<file path="config.mk">
export PLATFORM = sky130hd
export DESIGN_NAME = sorted_priority_queue_top
export DESIGN_NICKNAME = d
export VERILOG_FILES = /design/src/spq_pkg.sv /design/src/spq_ram.sv /design/src/spq_seq.sv /design/src/sorted_priority_queue_top.sv
export SDC_FILE = /design/constraint.sdc
export NUM_CORES = 1
export LEC_CHECK = 0
export BUFFER_PORTS_ARGS = -buffer_cell sky130_fd_sc_hd__buf_4
export CORE_ASPECT_RATIO = 0.5
export CORE_MARGIN = 5
export CORE_UTILIZATION = 35
export CTS_BUF_LIST = sky130_fd_sc_hd__clkbuf_4 sky130_fd_sc_hd__clkbuf_8
export CTS_CLUSTER_SIZE = 25
export DETAILED_ROUTE_END_ITERATION = 8
export GPL_ROUTABILITY_DRIVEN = 0
export PLACE_DENSITY = 0.5
export SLEW_MARGIN = 20
export SYNTH_ARGS = -nofsm -noshare
export SYNTH_HDL_FRONTEND = slang
export SYNTH_SLANG_ARGS = --single-unit
export TNS_END_PERCENT = 10
</file>
<file path="constraint.sdc">
create_clock -name i_clk -period 5.3 [get_ports i_clk]
set_input_delay 0.265 -clock i_clk [delete_from_list [all_inputs] [get_ports i_clk]]
set_output_delay 0.265 -clock i_clk [all_outputs]
set_load 0.02 [all_outputs]
</file>
<file path="src/spq_pkg.sv">
// Shared types and constants for the sorted priority queue.
// No dependencies.
`default_nettype none
package spq_pkg;

    localparam int QUEUE_DEPTH_DEF = 16;
    localparam int ID_W            = 16;
    localparam int TAG_W           = 8;
    localparam int KEY_W           = 32;
    localparam int FILL_W          = 5;
    localparam int ENTRY_W         = ID_W + TAG_W + KEY_W;

    localparam logic CMD_ENQ = 1'b0;
    localparam logic CMD_DEQ = 1'b1;

    typedef enum logic [1:0] {
        ST_ENQUEUED = 2'd0,
        ST_DEQUEUED = 2'd1,
        ST_EMPTY    = 2'd2,
        ST_FULL     = 2'd3
    } t_status;

    typedef struct packed {
        logic [ID_W-1:0]  id;
        logic [TAG_W-1:0] tag;
        logic [KEY_W-1:0] key;
    } t_entry;

endpackage
`default_nettype wire

</file>
<file path="src/spq_ram.sv">
// Generic simple dual-port RAM: one write port, one registered read port.
// No dependencies.
`default_nettype none
module spq_ram #(
    parameter int WIDTH = 8,
    parameter int DEPTH = 16
) (
    input  wire logic                     i_clk,
    input  wire logic                     i_we,
    input  wire logic [$clog2(DEPTH)-1:0] i_waddr,
    input  wire logic [WIDTH-1:0]         i_wdata,
    input  wire logic [$clog2(DEPTH)-1:0] i_raddr,
    output      logic [WIDTH-1:0]         o_rdata
);

    logic [WIDTH-1:0] r_mem [DEPTH];
    logic [WIDTH-1:0] r_rdata;

    always_ff @(posedge i_clk) begin
        if (i_we) begin
            r_mem[i_waddr] <= i_wdata;
        end
        r_rdata <= r_mem[i_raddr];
    end

    assign o_rdata = r_rdata;

endmodule
`default_nettype wire

</file>
<file path="src/spq_seq.sv">
// Sequencer for the sorted priority queue: circular buffer pointers, one
// shared key comparator, insertion walk and output register. Uses spq_pkg.
`default_nettype none
module spq_seq #(
    parameter int QUEUE_DEPTH = spq_pkg::QUEUE_DEPTH_DEF,
    parameter int AW          = $clog2(QUEUE_DEPTH)
) (
    input  wire logic                       i_clk,
    input  wire logic                       i_rst_n,
    input  wire logic                       i_in_valid,
    output      logic                       o_in_ready,
    input  wire logic                       i_command,
    input  wire spq_pkg::t_entry            i_entry,
    output      logic                       o_out_valid,
    input  wire logic                       i_out_ready,
    output      logic [1:0]                 o_status,
    output      spq_pkg::t_entry            o_entry,
    output      logic [spq_pkg::FILL_W-1:0] o_fill_count,
    output      logic                       o_is_empty,
    output      logic                       o_ram_we,
    output      logic [AW-1:0]              o_ram_waddr,
    output      spq_pkg::t_entry            o_ram_wdata,
    output      logic [AW-1:0]              o_ram_raddr,
    input  wire spq_pkg::t_entry            i_ram_rdata
);
    import spq_pkg::*;

    localparam int CW = $clog2(QUEUE_DEPTH + 1);

    typedef enum logic [4:0] {
        S_IDLE = 5'b00001,
        S_RD   = 5'b00010,
        S_CMP  = 5'b00100,
        S_DEQ  = 5'b01000,
        S_OUT  = 5'b10000
    } t_state;

    t_state              r_state, n_state;
    t_entry              r_new, n_new;
    t_entry              r_res, n_res;
    t_status             r_status, n_status;
    logic [CW-1:0]       r_j, n_j;
    logic [CW-1:0]       r_count, n_count;
    logic [AW-1:0]       r_head, n_head;
    logic                r_out_valid, n_out_valid;
    t_status             r_out_status, n_out_status;
    t_entry              r_out_ent, n_out_ent;
    logic [FILL_W-1:0]   r_out_fill, n_out_fill;
    logic                r_out_empty, n_out_empty;
    logic                key_gt;

    function automatic logic [AW-1:0] phys(input logic [AW-1:0] head,
                                           input logic [CW-1:0] off);
        logic [AW:0] s;
        s = (AW+1)'(head) + (AW+1)'(off);
        if (s >= (AW+1)'(QUEUE_DEPTH)) begin
            s = s - (AW+1)'(QUEUE_DEPTH);
        end
        return s[AW-1:0];
    endfunction

    assign key_gt = i_ram_rdata.key > r_new.key;

    always_comb begin
        n_state      = r_state;
        n_new        = r_new;
        n_res        = r_res;
        n_status     = r_status;
        n_j          = r_j;
        n_count      = r_count;
        n_head       = r_head;
        n_out_valid  = r_out_valid && !i_out_ready;
        n_out_status = r_out_status;
        n_out_ent    = r_out_ent;
        n_out_fill   = r_out_fill;
        n_out_empty  = r_out_empty;
        o_ram_we     = 1'b0;
        o_ram_waddr  = phys(r_head, r_j);
        o_ram_wdata  = r_new;
        o_ram_raddr  = phys(r_head, r_j - CW'(1));
        case (r_state)
            S_IDLE: begin
                if (i_in_valid) begin
                    n_new = i_entry;
                    n_res = '0;
                    if (i_command == CMD_ENQ) begin
                        if (r_count == CW'(QUEUE_DEPTH)) begin
                            n_status = ST_FULL;
                            n_state  = S_OUT;
                        end else begin
                            n_j     = r_count;
                            n_state = S_RD;
                        end
                    end else begin
                        if (r_count == '0) begin
                            n_status = ST_EMPTY;
                            n_state  = S_OUT;
                        end else begin
                            o_ram_raddr = r_head;
                            n_state     = S_DEQ;
                        end
                    end
                end
            end
            S_RD: begin
                if (r_j == '0) begin
                    o_ram_we = 1'b1;
                    n_count  = r_count + CW'(1);
                    n_status = ST_ENQUEUED;
                    n_state  = S_OUT;
                end else begin
                    n_state = S_CMP;
                end
            end
            S_CMP: begin
                o_ram_we = 1'b1;
                if (key_gt) begin
                    o_ram_wdata = i_ram_rdata;
                    n_j         = r_j - CW'(1);
                    n_state     = S_RD;
                end else begin
                    n_count  = r_count + CW'(1);
                    n_status = ST_ENQUEUED;
                    n_state  = S_OUT;
                end
            end
            S_DEQ: begin
                n_res    = i_ram_rdata;
                n_head   = phys(r_head, CW'(1));
                n_count  = r_count - CW'(1);
                n_status = ST_DEQUEUED;
                n_state  = S_OUT;
            end
            S_OUT: begin
                if (!r_out_valid || i_out_ready) begin
                    n_out_valid  = 1'b1;
                    n_out_status = r_status;
                    n_out_ent    = r_res;
                    n_out_fill   = FILL_W'(r_count);
                    n_out_empty  = (r_count == '0);
                    n_state      = S_IDLE;
                end
            end
            default: begin
                n_state = S_IDLE;
            end
        endcase
    end

    always_ff @(posedge i_clk) begin
        if (!i_rst_n) begin
            r_state     <= S_IDLE;
            r_count     <= '0;
            r_head      <= '0;
            r_out_valid <= 1'b0;
        end else begin
            r_state     <= n_state;
            r_count     <= n_count;
            r_head      <= n_head;
            r_out_valid <= n_out_valid;
        end
        r_new        <= n_new;
        r_res        <= n_res;
        r_status     <= n_status;
        r_j          <= n_j;
        r_out_status <= n_out_status;
        r_out_ent    <= n_out_ent;
        r_out_fill   <= n_out_fill;
        r_out_empty  <= n_out_empty;
    end

    assign o_in_ready   = (r_state == S_IDLE);
    assign o_out_valid  = r_out_valid;
    assign o_status     = r_out_status;
    assign o_entry      = r_out_ent;
    assign o_fill_count = r_out_fill;
    assign o_is_empty   = r_out_empty;

endmodule
`default_nettype wire

</file>
<file path="src/sorted_priority_queue_top.sv">
// Flow: an enqueue walks S_RD and S_CMP from the tail, moving larger keys up;
// a dequeue reads the head in S_DEQ; all results, rejects too, leave via S_OUT.
// Throughput: one item at a time; set by the insertion walk (one RAM read,
// compare and write per moved entry) and output stalls.
// Reset: synchronous, active low; clears count, head, sequencer, output valid.
// Instantiates spq_seq and spq_ram, uses spq_pkg; queue RAM is not cleared.
`default_nettype none
module sorted_priority_queue_top #(
    parameter int QUEUE_DEPTH = spq_pkg::QUEUE_DEPTH_DEF
) (
    input  wire logic                       i_clk,
    input  wire logic                       i_rst_n,
    input  wire logic                       i_in_valid,
    output      logic                       o_in_ready,
    input  wire logic                       i_command,
    input  wire logic [spq_pkg::ID_W-1:0]   i_task_id,
    input  wire logic [spq_pkg::TAG_W-1:0]  i_tag,
    input  wire logic [spq_pkg::KEY_W-1:0]  i_runtime_key,
    output      logic                       o_out_valid,
    input  wire logic                       i_out_ready,
    output      logic [1:0]                 o_status,
    output      logic [spq_pkg::ID_W-1:0]   o_out_task_id,
    output      logic [spq_pkg::TAG_W-1:0]  o_out_tag,
    output      logic [spq_pkg::KEY_W-1:0]  o_out_key,
    output      logic [spq_pkg::FILL_W-1:0] o_fill_count,
    output      logic                       o_is_empty
);
    import spq_pkg::*;

    localparam int AW = $clog2(QUEUE_DEPTH);

    t_entry        in_ent;
    t_entry        out_ent;
    logic          ram_we;
    logic [AW-1:0] ram_waddr;
    logic [AW-1:0] ram_raddr;
    t_entry        ram_wdata;
    t_entry        ram_rdata;

    assign in_ent = '{id: i_task_id, tag: i_tag, key: i_runtime_key};

    spq_seq #(
        .QUEUE_DEPTH (QUEUE_DEPTH),
        .AW          (AW)
    ) u_seq (
        .i_clk        (i_clk),
        .i_rst_n      (i_rst_n),
        .i_in_valid   (i_in_valid),
        .o_in_ready   (o_in_ready),
        .i_command    (i_command),
        .i_entry      (in_ent),
        .o_out_valid  (o_out_valid),
        .i_out_ready  (i_out_ready),
        .o_status     (o_status),
        .o_entry      (out_ent),
        .o_fill_count (o_fill_count),
        .o_is_empty   (o_is_empty),
        .o_ram_we     (ram_we),
        .o_ram_waddr  (ram_waddr),
        .o_ram_wdata  (ram_wdata),
        .o_ram_raddr  (ram_raddr),
        .i_ram_rdata  (ram_rdata)
    );

    spq_ram #(
        .WIDTH (ENTRY_W),
        .DEPTH (QUEUE_DEPTH)
    ) u_ram (
        .i_clk   (i_clk),
        .i_we    (ram_we),
        .i_waddr (ram_waddr),
        .i_wdata (ram_wdata),
        .i_raddr (ram_raddr),
        .o_rdata (ram_rdata)
    );

    assign o_out_task_id = out_ent.id;
    assign o_out_tag     = out_ent.tag;
    assign o_out_key     = out_ent.key;

endmodule
`default_nettype wire

</file>
==> results of run 1 <==
==> critical path: cells and delay by family (launching register included) <==
family,cells,cell delay [ps]
buffers and inverters,4,1730
DFF,1,410
and+or+nand+nor,3,340
adders and majority gates,2,1220
AOI/OAI and AO/OA,1,260
==> power by group through the flow <==
stage	Combinational (mW)	Clock (mW)	Sequential [mW]
5_1_grt	1.51	8.08	10.2
2_1_floorplan	0.814	0	10.4
3_5_place_dp	1.34	0	10.4
3_3_place_gp	1.32	0	10.4
4_1_cts	1.38	7.64	10.2
6_report	1.38	7.45	10.2
==> metrics by stage <==
step,util [%],total power [mW],setup slack [ps],instance area (um2),hold WS (ps)
2_1_floorplan,-,11.18,597.0,47640,363.9
3_3_place_gp,37.89,11.75,1210,51080,400.0
3_5_place_dp,37.92,11.76,1229,51110,404.5
4_1_cts,40.98,19.25,1224,55240,4.960
5_1_grt,41.00,19.82,995.5,55270,53.57
6_report,41.00,19.06,1172,55270,115.1
==> sequential cells by signal, indices dropped and copies added, names as in the netlist <==
signal	count
u_seq.o_is_empty	1
u_seq.r_j	5
u_seq.o_status	2
u_seq.r_res	56
u_seq.r_count	5
u_seq.o_entry	56
u_seq.r_new	56
u_ram.o_rdata	56
u_ram.r_mem	896
u_seq.o_fill_count	5
u_seq.r_head	4
u_seq.r_state	5
u_seq.r_status	2
u_seq.o_out_valid	1
==> metal layers <==
metal	share of wire [%]	routed length [um]	global-route usage [%]	vias up
met1	45	66520	28.07	16010
met3	7.2	10630	3.544	226
met2	45	67100	31.38	1345
met4	2.3	3466	6.272	0
met5	0	0	0	-
li1	-	-	-	13910
==> kinds of logic (layout without fill, tap and decap cells) <==
group,count (synthesis),in the layout
AO/OA/AOI/OAI,676,676
adder cells (fa/ha/maj),46,46
multiplexers,119,119
buffers and inverters,295,657
other,0,1
XOR/XNOR,16,16
AND/OR/NAND/NOR,1181,1181
flip-flops,1150,1150
==> worst max-delay path by stage <==
stage | start | end | slack [ps] | cells past startpoint
6_report | u_seq.r_j[0] | u_ram.o_rdata[18] | 1170 | 10
5_1_grt | u_seq.r_j[0] | u_ram.o_rdata[14] | 1000 | 10
4_1_cts | u_seq.r_j[0] | u_ram.o_rdata[18] | 1220 | 10
3_5_place_dp | u_seq.r_j[0] | u_ram.o_rdata[22] | 1230 | 10
3_3_place_gp | u_seq.r_j[0] | u_ram.o_rdata[51] | 1210 | 9
2_1_floorplan | u_seq.r_j[0] | u_ram.r_mem[5][0] | 600 | 7
==> placed cells by master, fill, tap and decap left out, types with 5 or more instances in the layout <==
master,instances
a2111oi_0,225
a211oi_1,114
a21o_1,6
a21oi_1,247
a32oi_1,56
and2_1,281
buf_12,26
buf_4,193
clkbuf_4,80
clkbuf_8,182
clkinv_1,37
clkinv_2,11
clkinvlp_4,9
dfxtp_1,69
dlygate4sd3_1,62
edfxtp_1,1079
ha_1,42
inv_1,43
inv_6,5
mux2_2,56
mux2i_1,60
nand2_1,365
nand3_1,290
nand4_1,65
nor2_1,128
nor2_4,17
nor3_1,7
o21ai_0,9
xnor2_1,9
xor2_1,6
==> cell type report <==
class	instances	area [um2]
well taps	1794	2245
inverters	47	181.4
multi-input cells	2038	12850
clock inverters	64	396.6
fillers	12460	79530
flip-flops and latches	1150	33830
diodes	1	2.502
repair buffers	284	2656
clock buffers	262	3105
==> timing repair <==
action	in CTS	in global routing
hold endpoints to repair	79	0
hold buffers	62	0
buffers inserted	0	0
==> flow_summary_export.csv, run 1 <==
group,metric,value,unit
yosys,synth-simple-area-share,12.09,%
floorplanning,die_h,270.9,um
global_routing,antenna_found_initial,1,
floorplanning,io_pins,127,
yosys,synth_area,0.04764,mm2
yosys,synth-edff-count,1079,
power,seqPwrFrac,53.7,%
power,switching_power,4.598,mW
yosys,synth_ff_type,"edfxtp_1",
yosys,yosys.area.top_type,"edfxtp_1",
worst_setup_path,start_kind,"register",
sta,min_period,4128,ps
drt,drtAntennaViolNets,0,
power,clockPowerShare,39.1,%
power,p_int,14.46,mW
power,leakagePower,18.20,nW
global_routing,track_usage,19.92,%
hold_path,min_from,"i_task_id[11]",
cells_and_area,finalNonFillerCells,5640,
cts,cts.sinks,1150,
power,pwr-share-comb,7.2,%
cts,clkTransAtPathRegs,60,ps
cts,clkLatencyLatePin,880,ps
global_routing,grt_max_degree,225,
cts,htreeDepth,4,
sta,period_share,77.90,%
yosys,yosysUniqueCellTypes,51,
yosys,syn_nets,3590,
cts,cts_tree,"yes",
sta,max_freq,242.2,MHz
drt,routed_wl,147700,um
worst_setup_path,reg2reg_depth,10,
placed_design,io_buffers,126,
worst_setup_path,path_class,"reg -> reg",
floorplanning,die_area,0.1440,mm2
sta,max_slew_margin,31.68,%
global_routing,grt_first_pass_wirelength,214000,um
yosys,async_flop_share,0,%
cts,cts-buffers-inserted,174,
yosys,synth_top_area_share,68.01,%
sta,setup_violations,0,
cts,ctsResizeCount,0,
sta,drv_slew,0,
flow_run,maxCapViolCount,0,
worst_setup_path,cp_cell_sequence,"inv_1, ha_1, fa_4, clkinv_2, buf_4, buf_4, a2111oi_0, nor2_1, nand3_1, nand3_1",
global_routing,grt-ovfl-total,0,
sta,final.setup.tns,0,ps
power,switching_share,24.13,%
worst_setup_path,worstReg2RegStart,"u_seq.r_j[0]",
cells_and_area,drive_above_1_share,15.84,%
floorplanning,initial_core_util,35.35,%
worst_setup_path,slowest_delay,870,ps
yosys,synth_warnings,0,
drt,vias_per_cell,5.584,
yosys,avgSynthCellArea,13.68,um2
outcome,status,"complete, no violations",
sta,rsz0062_at_grt,"no",
sta,final.setup_skew,53.36,ps
drt,num_vias,31490,
cts,clock_path_buffers,3,
yosys,synthXorXnorAreaFrac,0.2941,%
hold_path,hold_end,"u_seq.r_new[51]",
yosys,ys_top_cells_by_count,"edfxtp_1, nand2_1, nand3_1, and2_1, a21oi_1",
floorplanning,coreArea,0.1348,mm2
worst_setup_path,end_kind,"register",
yosys,synth-seq-cells,1150,
yosys,muxShareOfSynthArea,2.663,%
power,powerDensity,344.9,mW/mm2
cells_and_area,syn2layout_area_growth,16.00,%
yosys,synth_compound_area_share,10.09,%
drt,wl_per_cell,26.19,um
yosys,synth_area_leaders,"edfxtp_1, a2111oi_0, and2_1, nand3_1, dfxtp_1",
drt,drc,0,
hold_path,holdPathStages,2,
hold_path,min_path_type,"in -> reg",
floorplanning,die_x,531.8,um
yosys,synth_top_family_by_area,"simple AND/OR/NAND/NOR gates",
worst_setup_path,cp.required,6080,ps
floorplanning,rows,95,
yosys,synth_most_common_cell,"edfxtp_1",
worst_setup_path,path_max_fanout,64,
yosys,netlist_instances,3483,
cells_and_area,num-nets-final,3802,
placed_design,dp.cells,5250,
placed_design,dp_hpwl,74540,um
drt,drtPass1Iterations,6,
power,vdd.ir_drop.worst,0.0002422,V
worst_setup_path,arrival,4910,ps
worst_setup_path,cp_slowest_cell,"fa_4",
global_routing,grt_pass1_vias,31170,
worst_setup_path,reg2reg_to,"u_ram.o_rdata[18]",
drt,drtIter0Drc,3229,
sta,hold_viol_final,0,
yosys,ys_seq_area_share,70.99,%
sta,worst_pin_slew,1025,ps
worst_setup_path,r2r_slack,1170,ps
cts,root_buffer,"clkbuf_8",
yosys,synth_adder_area_share,1.255,%
Note: power is estimated with default switching activity, not from simulation.
==> inputs of run 2 (changes only) <==
--- a/config.mk
+++ b/config.mk
@@ -13,7 +13,7 @@
 export CTS_CLUSTER_SIZE = 25
 export DETAILED_ROUTE_END_ITERATION = 8
 export GPL_ROUTABILITY_DRIVEN = 0
-export PLACE_DENSITY = 0.5
+export PLACE_DENSITY = 0.52
 export SLEW_MARGIN = 20
 export SYNTH_ARGS = -nofsm -noshare
 export SYNTH_HDL_FRONTEND = slang
==> constraint.sdc (replaced) <==
create_clock -name i_clk -period 3.6 [get_ports i_clk]
set_input_delay 0.18 -clock i_clk [delete_from_list [all_inputs] [get_ports i_clk]]
set_output_delay 0.18 -clock i_clk [all_outputs]
set_load 0.02 [all_outputs]
==> flow_summary_export.csv, run 2 (same netlist as run 1, synthesis figures left out) <==
group,metric,value,unit
power,powerDensity,497.0,mW/mm2
global_routing,grt_max_degree,115,
cells_and_area,num-nets-final,3890,
floorplanning,die_area,0.1440,mm2
cts,cts_tree,"yes",
global_routing,grt_first_pass_wirelength,217800,um
floorplanning,die_h,270.9,um
cells_and_area,final_cell_mix,"edfxtp_1, nand2_1, nand3_1, and2_1, a21oi_1",
power,vdd.ir_drop.worst,0.0003691,V
placed_design,io_buffers,126,
cts,cts_setup_buffers,0,
worst_setup_path,cp.required,4160,ps
drt,routed_wl,150300,um
hold_path,min_path_type,"in -> reg",
drt,wl_per_cell,26.26,um
cts,root_buffer,"clkbuf_8",
cts,htreeDepth,4,
sta,final.setup.tns,0,ps
outcome,status,"complete, no violations",
floorplanning,die_x,531.8,um
sta,worst_pin_slew,1024,ps
sta,rsz0062_at_grt,"no",
placed_design,dpl_cell_area,0.05197,mm2
cts,cts-buffers-inserted,174,
sta,min_period,3371,ps
worst_setup_path,start_kind,"register",
cells_and_area,final_common_cell,"edfxtp_1",
global_routing,track_usage,20.28,%
drt,drc,0,
cells_and_area,nFillCells,12330,
floorplanning,initial_core_util,35.35,%
sta,final.setup_skew,34.69,ps
drt,num_vias,32160,
drt,drtAntennaViolNets,0,
sta,period_share,93.63,%
cells_and_area,largest_reg_flops,896,
sta,max_slew_margin,31.76,%
cells_and_area,fin_util,42.01,%
worst_setup_path,path_max_fanout,16,
cts,clkTransAtPathRegs,70,ps
worst_setup_path,path_class,"reg -> reg",
worst_setup_path,arrival,3930,ps
sta,hold_viol_final,0,
global_routing,grt_pass1_vias,32320,
floorplanning,io_pins,127,
power,leakagePower,18.77,nW
placed_design,preCtsSetupSlack,117.5,ps
sta,setup_violations,0,
sta,fin_ws,229.5,ps
cells_and_area,drive_above_1_share,16.44,%
drt,drtPass1Iterations,6,
global_routing,antenna_found_initial,3,
cells_and_area,postLayoutCellArea,0.05663,mm2
cells_and_area,syn2layout_area_growth,18.85,%
global_routing,grt-ovfl-total,0,
floorplanning,rows,95,
cells_and_area,top_register,"u_ram.r_mem",
cts,clock_path_buffers,3,
cts,cts.sinks,1150,
floorplanning,coreArea,0.1348,mm2
worst_setup_path,end_kind,"register",
drt,vias_per_cell,5.617,
placed_design,dp_hpwl,77510,um
sta,holdWs,82.77,ps
sta,max_freq,296.7,MHz
sta,drv_slew,0,
flow_run,maxCapViolCount,0,
cts,clkLatencyLatePin,870,ps
drt,drtIter0Drc,3561,
==> run 2: repair_timing <==
| item | CTS | global route |
|---|---|---|
| hold buffers | 110 | 0 |
| resized for setup | 0 | 1 |
| endpoints found under the setup margin | 0 | 140 |
| endpoints found under the hold margin | 79 | 0 |
==> run 2: critical path: stages, from the launching register on <==
cell and delay, ps:
dfxtp_1 430, ha_1 280, nand4_1 280, or3_1 170
a21oi_1 40, or4b_2 730, a22oi_2 230, buf_4 190
buf_12 190, mux2_2 480
==> run 2: per-stage QoR <==
stage | total power, mW | instances
detailed placement | 17.35 | 5291
global placement | 17.31 | 5291
global route | 29.23 | 5725
CTS | 28.39 | 5724
finish | 28.15 | 5725
floorplan | 16.46 | 3483
==> run 2: path summary, 6_finish.rpt <==
kind	startpoint	endpoint	slack, ps	cells past startpoint
max	u_ram.o_rdata[13]	u_ram.r_mem[13][47]	230	9
max reg2reg	u_ram.o_rdata[13]	u_ram.r_mem[13][47]	230	9
min reg2reg	u_seq.r_res[10]	u_seq.o_entry[10]	410	0
min	i_runtime_key[13]	u_seq.r_new[13]	80	2
==> run 2: where the power goes <==
group | leakage [nW] | switching (mW) | internal, mW
Combinational | 6.52 | 1.40 | 0.719
Clock | 1.87 | 5.17 | 5.81
Sequential | 10.4 | 0.148 | 14.9
==> run 2: layout make-up <==
class / instances / area (um2) / area share, %
Clock inverter: 74 / 465.4 / 0.8220
Clock buffer: 249 / 3077 / 5.433
Sequential cell: 1150 / 33830 / 59.74
Timing Repair Buffer: 372 / 3969 / 7.009
Antenna cell: 1 / 2.502 / 0.004419
Inverter: 47 / 181.4 / 0.3204
Multi-Input combinational cell: 2038 / 12860 / 22.70
Tap cell: 1794 / 2245 / 3.964
==> run 2: per-layer routing <==
| metal | up-vias | share of wire [%] | track usage [%] |
|---|---|---|---|
| met5 | - | 0 | 0 |
| met1 | 16360 | 44 | 28.06 |
| li1 | 14070 | - | - |
| met4 | 0 | 2.7 | 6.821 |
| met3 | 292 | 7.7 | 3.478 |
| met2 | 1435 | 46 | 32.48 |
